[src/rtl/assert_macros.svh]
// Assertion macros used by the scheduler back end.
`ifndef ASSERT_MACROS_SVH
`define ASSERT_MACROS_SVH

// Implication checked at every clock edge outside reset.
`define ASSERT_IMPL(label, clk, rst_n, ante, cons) \
  label: assert property (@(posedge clk) disable iff (!rst_n) (ante) |-> (cons)) \
    else $error("assertion failed");

// Next-cycle implication checked outside reset.
`define ASSERT_NEXT(label, clk, rst_n, ante, cons) \
  label: assert property (@(posedge clk) disable iff (!rst_n) (ante) |=> (cons)) \
    else $error("assertion failed");

`endif

[src/rtl/mlfq_pkg.sv]
package mlfq_pkg;

  localparam int unsigned Threads = 64;
  localparam int unsigned Levels = 128;
  localparam int unsigned TidW = 6;
  localparam int unsigned LvlW = 7;
  localparam int unsigned CntW = 7;
  localparam int unsigned QDepth = 2;

  localparam logic [2:0] OpRegister = 3'd0;
  localparam logic [2:0] OpEnqueue = 3'd1;
  localparam logic [2:0] OpDequeue = 3'd2;
  localparam logic [2:0] OpSwitch = 3'd3;
  localparam logic [2:0] OpTick = 3'd4;

  localparam logic [1:0] StOk = 2'd0;
  localparam logic [1:0] StNotFound = 2'd1;
  localparam logic [1:0] StQueued = 2'd2;

  localparam logic [1:0] CfgQuantum = 2'd0;
  localparam logic [1:0] CfgAging = 2'd1;
  localparam logic [1:0] CfgMinPrio = 2'd2;

  // One command as decoded by the front part.
  typedef struct packed {
    logic [2:0] op;
    logic [TidW-1:0] tid;
    logic [LvlW-1:0] prio;
    logic ts;
    logic run;
  } cmd_t;

  // One result item.
  typedef struct packed {
    logic [1:0] status;
    logic [CntW-1:0] count;
    logic resched;
    logic idle;
    logic [TidW-1:0] thread;
  } res_t;

endpackage

[src/rtl/mlfq_front.sv]
module mlfq_front import mlfq_pkg::*; (
  input  logic        clk_i,
  input  logic        rst_ni,
  input  logic        s_axis_tvalid,
  output logic        s_axis_tready,
  input  logic [23:0] s_axis_tdata,
  output logic        q_valid_o,
  input  logic        q_pop_i,
  output cmd_t        q_cmd_o
);

  cmd_t cmd_in;
  cmd_t fifo_q [QDepth];
  logic wr_ptr_q, rd_ptr_q;
  logic [1:0] cnt_q;
  logic push;

  // Field unpacking; priority needs no saturation at 128 levels.
  always_comb begin
    cmd_in.op   = s_axis_tdata[2:0];
    cmd_in.tid  = s_axis_tdata[8:3];
    cmd_in.prio = s_axis_tdata[15:9];
    cmd_in.ts   = s_axis_tdata[16];
    cmd_in.run  = s_axis_tdata[17];
  end

  assign s_axis_tready = (cnt_q != 2'(QDepth));
  assign push = s_axis_tvalid && s_axis_tready;
  assign q_valid_o = (cnt_q != 2'd0);
  assign q_cmd_o = fifo_q[rd_ptr_q];

  // Payload storage of the command queue.
  always_ff @(posedge clk_i) begin
    if (push) begin
      fifo_q[wr_ptr_q] <= cmd_in;
    end
  end

  // Queue pointers and fill level.
  always_ff @(posedge clk_i or negedge rst_ni) begin
    if (!rst_ni) begin
      wr_ptr_q <= 1'b0;
      rd_ptr_q <= 1'b0;
      cnt_q <= 2'd0;
    end else begin
      if (push) wr_ptr_q <= ~wr_ptr_q;
      if (q_pop_i) rd_ptr_q <= ~rd_ptr_q;
      cnt_q <= cnt_q + 2'(push) - 2'(q_pop_i);
    end
  end

endmodule

[config.mk]
export PLATFORM = sky130hd
export DESIGN_NAME = mlfq_front
export DESIGN_NICKNAME = d
export VERILOG_FILES = /design/src/rtl/assert_macros.svh /design/src/rtl/mlfq_pkg.sv /design/src/rtl/mlfq_front.sv
export SDC_FILE = /design/constraint.sdc
export NUM_CORES = 1
export LEC_CHECK = 0
export BUFFER_PORTS_ARGS = -buffer_cell sky130_fd_sc_hd__buf_2
export CORE_MARGIN = 4
export CORE_UTILIZATION = 47
export CTS_BUF_LIST = sky130_fd_sc_hd__clkbuf_8
export CTS_CLUSTER_DIAMETER = 120
export CTS_CLUSTER_SIZE = 8
export DETAILED_ROUTE_END_ITERATION = 8
export GPL_TIMING_DRIVEN = 0
export PLACE_DENSITY_LB_ADDON = 0.12
export SLEW_MARGIN = 20
export SYNTH_ARGS = -nofsm -noshare
export SYNTH_HDL_FRONTEND = slang
export SYNTH_SLANG_ARGS = --single-unit
[constraint.sdc]
create_clock -name clk_i -period 1.7 [get_ports clk_i]
set_input_delay 0.17 -clock clk_i [delete_from_list [all_inputs] [get_ports clk_i]]
set_output_delay 0.17 -clock clk_i [all_outputs]
set_load 0.01 [all_outputs]
# Word level (Yosys, flattened, before mapping)
# Memories as Yosys holds them, arrays and structs flattened.
# Cells that the tools add are included.
# classes
n_addsub	2
n_eq_ne	1
mux	2
bitwise_logic	2
reduce_logical	2
# ops
operator	n
adder 2 x 1 -> 2 bit	1
2-to-1 mux 1 bit	2
!= test 2 bit, second input constant	1
inverter 1 bit	2
nonzero test 2 bit	1
subtractor 2 x 1 -> 2 bit	1
logical AND 1 bit	1
# totals
ff_bits	4
ram_bits	36
output_inout_bits	20
wordCells	13
n_memories	1
# memory_table
name	depth	word_bits	rd	rd_ports_with_merged_regs	write_ports	line	rtl
fifo_q	2	18	1	0	1	mlfq_front.sv:13	cmd_t fifo_q [QDepth];

# Depth between registers and ports, before layout
# Gate-level depths: netlist (run 1).
# depth
ltp_word	4
depth_mapped	5
mapped_depth_nobuf	5

# Least setup slack after synthesis (run 1)
# Ideal clock, no wire load.
# synth_path
path_type	register to register
from	register cnt_q[1]
to	memory fifo_q[0][0] in the netlist's numbering, enable pin
setup_time_ns	0.393
arrival_ns	1.478
required_ns	1.307
slack_ns	-0.170
stages_incl_launch_ff	4
n_path_buf	0
synth_period_minus_slack_ns	1.870
cell_sequence	dfrtp_1 nand2b_1 nand2_1 nor2_1
# synth_between
elab_chain_len	4
# synth_lines
element	line	rtl
start, declared	mlfq_front.sv:15	logic [1:0] cnt_q;
start signal, assigned	mlfq_front.sv:48	cnt_q <= cnt_q + 2'(push) - 2'(q_pop_i);
!= test 2 bit	mlfq_front.sv:27	assign s_axis_tready = (cnt_q != 2'(QDepth));
via s_axis_tready	mlfq_front.sv:5	output logic s_axis_tready,
logical AND 1 bit	mlfq_front.sv:28	assign push = s_axis_tvalid && s_axis_tready;
2-to-1 mux 1 bit	mlfq_front.sv:34	if (push) begin
2-to-1 mux 1 bit (implied by the code)	mlfq_front.sv:35	fifo_q[wr_ptr_q] <= cmd_in;
end, declared	mlfq_front.sv:13	
# The timed path passes the listed nets, and every way through them passes these cells.

==> results.json, run 1 <==
{
  "synth_area_leaders": "edfxtp_1 (70%), mux2_4 (8.7%), mux2_1 (6.6%)",
  "pin_count": 48,
  "status": "finished, final reports clean",
  "worstPathCellList": "buf_6 > buf_6 > mux2_4 > buf_2",
  "syn_to_final_growth_pct": 23.24,
  "holdWs_ns": 0.07122,
  "antennaDiodeCount": 0,
  "required_ns": 1.53,
  "top_usage_layer": "met2",
  "netlist_area_um2": 1545,
  "fin_ws_ns": 0.1019,
  "drive_gt1_frac": 0.5041,
  "die_area_um2": 4269,
  "drv_cap": 0,
  "yosys.area.top_type": "edfxtp_1",
  "setup-violations-final": 0,
  "power_density_nw_per_um2": 1594,
  "die_y_um": 65.34,
  "dp_hpwl_um": 1585,
  "routed_wl_um": 2354,
  "clkSinkCount": 40,
  "setup_tns_ns": 0,
  "period_share": 0.9401,
  "h-tree-depth": 2,
  "clk_pin_slew_worst_paths_ns": 0.07,
  "place_ws_ns": -0.1389,
  "max_stage_delay_ns": 0.35,
  "io_buffers": 41,
  "synth_seq_area_share": 0.7644,
  "ys_ff_latch": 40,
  "drc": 0,
  "layout_common_cells": "buf_2 (41), edfxtp_1 (36), mux2_4 (9), mux2_1 (9), clkbuf_8 (5)",
  "hold_viol": 0,
  "end_kind": "output port",
  "rsz0062_at_grt": "no",
  "yosysWarnings": 0,
  "ys_types": 16,
  "floorplan.initialDensity": 0.4980,
  "crit_path_top_delay_cell": "dfrtp_1",
  "timing.fmax_mhz": 625.7,
  "grtUsageMet2": 0.2086,
  "syn_nets": 102,
  "total_power_mw": 3.036,
  "final_common_cell": "buf_2",
  "path_class": "reg2out",
  "die_w_um": 65.34,
  "synthCells": 73,
  "irDropWorstVdd_uv": 849.3,
  "max_slew_margin": 0.6344,
  "arrival_ns": 1.43,
  "cts_buffer_depth": 2,
  "grt_max_degree": 19,
  "tritoncts": "yes",
  "rows": 20,
  "antenna_found_initial": 0,
  "gp_congestion": 0.6224,
  "postSynthAreaPerCell_um2": 21.17,
  "drt_iter0_drc": 30,
  "clock_skew_ns": 0.001365,
  "worst_slew_pin_slew_ns": 0.5471,
  "grt.met3_usage": 0.04957,
  "drv_slew": 0,
  "wl_per_cell_um": 14.10,
  "routed-via-count": 790,
  "met1_usage": 0.1270,
  "clock_tree.root_cell": "clkbuf_8",
  "crit_top_cell": "buf_6",
  "track_usage": 0.1204,
  "min_path_type": "in2reg",
  "cp-start-kind": "flop",
  "multi_input_area_um2": 350.3,
  "synth.top_cell.area_share": 0.6996,
  "leakage_nw": 0.7623,
  "viasPerCell": 4.731,
  "post-route-util": 0.6137,
  "grt_pass1_vias": 839,
  "fillerInstances": 267,
  "dr.pass1.iters": 4,
  "drtAntennaViolNets": 0,
  "clkLatencyLatePin_ns": 0.28,
  "cts_inserted_buffers": 5,
  "coreArea_um2": 3103,
  "register_area_um2": 1181,
  "grt_pass1_wl_um": 3663,
  "cp_max_fo": 10,
  "grt-ovfl-total": 0,
  "fin_nets": 151,
  "period_needed_ns": 1.598
}
[timing repair]
item / CTS / global route
hold buffers: 1 / 0
buffers inserted: 0 / 0
endpoints found under the hold margin: 4 / 0
resized for setup: 2 / 0
setup endpoints to repair: 36 / 0
[cells by family after synthesis]
kind of cell,count (synthesis),synth area share
flip-flops,40,0.7644
multiplexers,18,0.1530
AND/OR/NAND/NOR,6,0.02510
XOR/XNOR,4,0.02268
AO/OA/AOI/OAI,2,0.01215
buffers and inverters,2,0.01457
adder cells (fa/ha/maj),1,0.008096
[worst max-delay path, delay by kind of cell (launching register included)]
family                 cells  cell delay [ns]
buffers and inverters      3             0.49
flip-flops                 1             0.35
multiplexers               1             0.31
[registers in the layout, summed over array words and instances (netlist names)]
signal	count
fifo_q	36
cnt_q	2
rd_ptr_q	1
wr_ptr_q	1
[power by group]
part | total [mW] | internal (mW) | switching (mW) | leakage [nW]
combinational | 1.03 | 0.513 | 0.517 | 0.332
clock | 0.563 | 0.273 | 0.290 | 0.0482
sequential | 1.44 | 1.36 | 0.0867 | 0.382
total | 3.04 | 2.14 | 0.893 | 0.762
[metal layers]
layer	wire length [µm]	vias to the layer above	share of wire
met1	917	376	0.39
li1	-	379	-
met2	1219	27	0.52
met3	174	8	0.074
met4	42	0	0.018
met5	0	-	0
[cells in the mapped netlist (all sizes together)]
cell,instances
ha,1
xnor2,3
and3,1
buf,2
nor3b,1
nand2,1
a21oi,1
a21bo,1
nor2,1
nand2b,1
mux2,18
edfxtp,36
or2,1
dfrtp,4
xor2,1
[final timing paths]
kind / startpoint / endpoint / slack, ns / depth (start not counted)
max: rd_ptr_q / q_cmd_o[8] / 0.10 / 4
min: s_axis_tdata[16] / fifo_q[0][1] / 0.07 / 1
max reg2reg: cnt_q[1] / fifo_q[0][9] / 0.15 / 3
min reg2reg: cnt_q[0] / cnt_q[0] / 0.54 / 1
max in group asynchronous: rst_ni / cnt_q[1] / 1.34 / 2
min in group asynchronous: rst_ni / cnt_q[0] / 0.23 / 2
[final cells by class]
class                           count  share of cell area
Sequential cell                    40              0.6202
Multi-Input combinational cell     31              0.1840
Timing Repair Buffer               42              0.1130
Clock buffer                        5             0.03614
Tap cell                           44             0.02891
Buffer                              2             0.01183
Clock inverter                      3            0.005913
[per-stage QoR]
stage,cell area (µm²),instances
after global routing,1904,167
final,1904,167
after floorplan,1548,73
after global placement,1808,158
after CTS,1904,167
after detailed placement,1808,158
Power figures use the tool's default switching activity.
==> run 2, diff against run 1 <==
Settings changed: PLACE_DENSITY set to 0.89, PLACE_DENSITY_LB_ADDON 0.12 to not set.
==> results.json, run 2 (synthesis gave the netlist of run 1 again) <==
{
  "layout_common_cells": "buf_2 (41), edfxtp_1 (36), mux2_4 (9), mux2_1 (9), clkbuf_8 (5)",
  "cp-start-kind": "flop",
  "drtAntennaViolNets": 0,
  "die_w_um": 65.34,
  "worst_slew_pin_slew_ns": 0.5379,
  "track_usage": 0.1245,
  "viasPerCell": 4.814,
  "floorplan.initialDensity": 0.4980,
  "top_regs": "fifo_q (36), cnt_q (2)",
  "end_kind": "output port",
  "pin_count": 48,
  "grt-ovfl-total": 0,
  "hold_viol": 0,
  "min_path_type": "in2reg",
  "tritoncts": "yes",
  "largest_reg_flops": 36,
  "drc": 0,
  "clkSinkCount": 40,
  "final_common_cell": "buf_2",
  "period_needed_ns": 1.581,
  "cp_max_fo": 10,
  "dr.pass1.iters": 2,
  "drv_slew": 0,
  "drive_gt1_frac": 0.5203,
  "cts_buffer_depth": 2,
  "power_density_nw_per_um2": 1659,
  "gp_congestion": 0.6738,
  "largest_register": "fifo_q",
  "syn_to_final_growth_pct": 25.02,
  "clock_skew_ns": 0.005311,
  "place_area_um2": 1808,
  "io_buffers": 41,
  "die_y_um": 65.34,
  "post-route-util": 0.6226,
  "required_ns": 1.53,
  "clkLatencyLatePin_ns": 0.28,
  "rsz0062_at_grt": "no",
  "antenna_found_initial": 0,
  "irDropWorstVdd_uv": 961.2,
  "grt_pass1_wl_um": 3795,
  "cts_inserted_buffers": 5,
  "max_stage_delay_ns": 0.34,
  "h-tree-depth": 2,
  "fin_nets": 151,
  "crit_top_cell": "buf_6",
  "path_class": "reg2out",
  "worstPathCellList": "buf_6 > buf_6 > mux2_4 > buf_2",
  "clock_tree.root_cell": "clkbuf_8",
  "timing.fmax_mhz": 632.4,
  "fin_area_um2": 1932,
  "max_slew_margin": 0.6405,
  "coreArea_um2": 3103,
  "grt_max_degree": 19,
  "setup-violations-final": 0,
  "die_area_um2": 4269,
  "wl_per_cell_um": 14.40,
  "cp.buffers_inverters": 3,
  "clk_pin_slew_worst_paths_ns": 0.07,
  "crit_path_top_delay_cell": "dfrtp_1",
  "grt_pass1_vias": 845,
  "drt_iter0_drc": 24,
  "antennaDiodeCount": 0,
  "status": "finished, final reports clean",
  "regToRegSetupSlack_ns": 0.15,
  "path_delay_family": "buffers and inverters",
  "rows": 20,
  "drv_cap": 0,
  "dp_hpwl_um": 1725,
  "routed_wl_um": 2404,
  "period_share": 0.9301,
  "routed-via-count": 804,
  "arrival_ns": 1.41,
  "leakage_nw": 0.7734
}
[run 2: cell count changes in the layout (fill, tap and decap cells not counted), sizes merged]
cell / before / now
inv: 2 / 1
bufinv: 0 / 1
[run 2: repair_timing]
item | 4_1_cts | 5_1_grt
setup endpoints to repair | 18 | 18
buffers inserted | 0 | 0
gates cloned | 0 | 0
gates resized for setup | 1 | 1
hold buffers | 1 | 0
hold endpoints to repair | 4 | 0
[run 2: layout make-up]
| class | instances | area, µm² |
|---|---|---|
| multi-input cells | 31 | 350.3 |
| clock inverters | 3 | 38.79 |
| well taps | 44 | 55.05 |
| flip-flops and latches | 40 | 1181 |
| repair buffers | 42 | 215.2 |
| plain buffers | 2 | 22.52 |
| clock buffers | 5 | 68.82 |
| fillers | 248 | 1171 |
[run 2: path summary, 6_finish.rpt]
kind                                  from            end  cells after the start
setup / recovery                  rd_ptr_q    q_cmd_o[15]                      4
hold / removal             s_axis_tdata[7]  fifo_q[1][13]                      1
setup reg to reg                  cnt_q[1]  fifo_q[0][10]                      3
hold reg to reg                   wr_ptr_q       wr_ptr_q                      1
max in group asynchronous           rst_ni       wr_ptr_q                      2
min in group asynchronous           rst_ni       cnt_q[0]                      2
[run 2: worst reg2reg max path: stages (launching register included)]
cell	delay, ns
dfrtp_1	0.43
nand2b_1	0.14
nand2_1	0.16
nor2_4	0.46
[run 2: power breakdown]
part,internal [mW],switching (mW)
logic,0.515,0.521
clock network,0.429,0.293
registers,1.36,0.0917
total,2.30,0.906
[run 2: per-layer routing]
metal  share of wire  up-vias  wire [µm]  track usage
met5               0        -          0            0
met4           0.022        0         52      0.05440
met3           0.058        5        140      0.04103
met2            0.53       30       1265       0.2263
met1            0.39      394        945       0.1294
li1                -      375          -            -
[run 2: through the flow]
step / setup TNS, ns / hold slack [ns] / cells / setup slack, ns / total power, mW
after floorplan: 0 / -0.1256 / 73 / 0.1164 / 2.156
after global placement: -0.7444 / -0.02372 / 158 / -0.04167 / 2.463
after global routing: 0 / 0.06219 / 167 / 0.03680 / 3.392
after CTS: 0 / 0.06689 / 167 / 0.01350 / 3.252
final: 0 / 0.07418 / 167 / 0.1188 / 3.206
after detailed placement: -2.767 / -0.01823 / 158 / -0.1543 / 2.517
==> run 3, diff against run 2 <==
Settings changed: CORE_UTILIZATION 47 to 45, CTS_BUF_LIST sky130_fd_sc_hd__clkbuf_8 to not set, PLACE_DENSITY 0.89 to 0.86, TNS_END_PERCENT set to 30.
==> results.json, run 3 (synthesis gave the netlist of run 1 again) <==
{
  "fin_ws_ns": 0.09956,
  "power.switching_mw": 0.9371,
  "clock_power_share": 0.185,
  "die_w_um": 66.60,
  "path_class": "reg2out",
  "clk_pin_slew_worst_paths_ns": 0.12,
  "intPower_mw": 2.288,
  "total_power_mw": 3.225,
  "drive_gt1_frac": 0.4962,
  "grt_pass1_vias": 906,
  "grt.met3_usage": 0.03710,
  "combPwrFrac": 0.367,
  "dp_hpwl_um": 1811,
  "grt-ovfl-total": 0,
  "drc": 0,
  "met1_usage": 0.1406,
  "clock_tree.root_cell": "clkbuf_4",
  "leakage_nw": 0.8115,
  "cp-start-kind": "flop",
  "cts_buffer_depth": 2,
  "clock_skew_ns": 0.007204,
  "place_area_um2": 1810,
  "post-route-util": 0.6100,
  "clkLatencyLatePin_ns": 0.33,
  "largest_reg_flops": 36,
  "irDropWorstVdd_uv": 942.0,
  "coreArea_um2": 3337,
  "viasPerCell": 4.642,
  "layout_common_cells": "buf_2 (41), edfxtp_1 (36), mux2_4 (9), mux2_1 (9), dlygate4sd3_1 (9)",
  "fin_nets": 161,
  "antennaDiodeCount": 0,
  "tritoncts": "yes",
  "grt_pass1_wl_um": 4264,
  "period_share": 0.9414,
  "fillerInstances": 270,
  "track_usage": 0.1336,
  "die_y_um": 66.60,
  "regToRegSetupSlack_ns": 0.27,
  "top_regs": "fifo_q (36), cnt_q (2)",
  "min_path_type": "in2reg",
  "power_frac_seq": 0.449,
  "rows": 21,
  "clkSinkCount": 40,
  "gp_congestion": 0.5863,
  "cts_inserted_buffers": 5,
  "final_common_cell": "buf_2",
  "drv_cap": 0,
  "largest_register": "fifo_q",
  "swShare": 0.2906,
  "power_density_nw_per_um2": 1584,
  "max_stage_delay_ns": 0.39,
  "setup-violations-final": 0,
  "arrival_ns": 1.43,
  "max_slew_margin": 0.7047,
  "antenna_found_initial": 0,
  "rsz0062_at_grt": "no",
  "dr.pass1.iters": 2,
  "hold_viol": 0,
  "multi_input_area_um2": 350.3,
  "drv_slew": 0,
  "register_area_um2": 1181,
  "crit_path_top_delay_cell": "dfrtp_1",
  "pin_count": 48,
  "timing.fmax_mhz": 624.8,
  "drt_iter0_drc": 40,
  "wl_per_cell_um": 14.75,
  "drtAntennaViolNets": 0,
  "floorplan.initialDensity": 0.4631,
  "status": "finished, final reports clean",
  "period_needed_ns": 1.600,
  "place_ws_ns": -0.1635,
  "cp_max_fo": 9,
  "die_area_um2": 4436,
  "end_kind": "output port",
  "grt_max_degree": 19,
  "routed_wl_um": 2640,
  "required_ns": 1.53,
  "grtUsageMet2": 0.2475,
  "io_buffers": 41,
  "syn_to_final_growth_pct": 31.74,
  "routed-via-count": 831,
  "fin_area_um2": 2036,
  "worst_slew_pin_slew_ns": 0.4430,
  "top_usage_layer": "met2",
  "worstPathCellList": "buf_6 > buf_12 > mux2_1 > buf_2",
  "h-tree-depth": 2
}
[run 3: cell types whose count changed in the layout (fill, tap and decap cells not counted), sizes merged]
cell | before | now
dlygate4sd3 | 1 | 9
inv | 1 | 0
clkinv | 1 | 2
buf | 43 | 45
[run 3: cell type report]
type                    count  share of cell area
repair buffers             52              0.1647
flip-flops and latches     40              0.5802
multi-input cells          31              0.1721
well taps                  46             0.02827
plain buffers               2             0.01537
clock buffers               5             0.01844
clock inverters             3             0.02090
[run 3: critical path, delay by kind of cell, from the launching register on]
kind | cells | cell delay, ns
multiplexers | 1 | 0.31
buffers and inverters | 3 | 0.40
flip-flops | 1 | 0.39
[run 3: stage by stage]
| stage | TNS, ns | hold WS [ns] | instances |
|---|---|---|---|
| global route | 0 | 0.0004543 | 179 |
| finish | 0 | 0.01762 | 179 |
| global placement | -0.7759 | -0.02529 | 160 |
| detailed placement | -2.928 | -0.02253 | 160 |
| CTS | 0 | 0.001475 | 172 |
| floorplan | 0 | -0.1256 | 73 |
[run 3: per-layer routing]
| metal | routed length [µm] | up-vias |
|---|---|---|
| met1 | 932 | 397 |
| li1 | - | 399 |
| met3 | 138 | 6 |
| met5 | 0 | - |
| met4 | 63 | 0 |
| met2 | 1506 | 29 |
[run 3: path summary, 6_finish.rpt]
kind,startpoint,cells after the start,endpoint
setup / recovery,rd_ptr_q,4,q_cmd_o[7]
hold / removal,s_axis_tdata[5],1,fifo_q[0][11]
setup reg to reg,cnt_q[1],2,fifo_q[1][7]
hold reg to reg,wr_ptr_q,1,wr_ptr_q
max in group asynchronous,rst_ni,2,cnt_q[0]
min in group asynchronous,rst_ni,2,wr_ptr_q
[run 3: what timing repair did]
action | 4_1_cts | 5_1_grt
endpoints found under the setup margin | 36 | 27
pin swaps | 0 | 1
cloned | 0 | 0
setup buffers | 0 | 2
hold endpoints to repair | 10 | 9
hold buffers | 4 | 5
gates resized for setup | 2 | 2
[run 3: power by group through the flow]
stage / Clock, mW / Combinational, mW / Sequential (mW)
CTS: 0.624 / 1.09 / 1.45
finish: 0.596 / 1.18 / 1.45
global placement: 0 / 1.02 / 1.45
floorplan: 0 / 0.718 / 1.44
global route: 0.659 / 1.29 / 1.47
detailed placement: 0 / 1.07 / 1.47
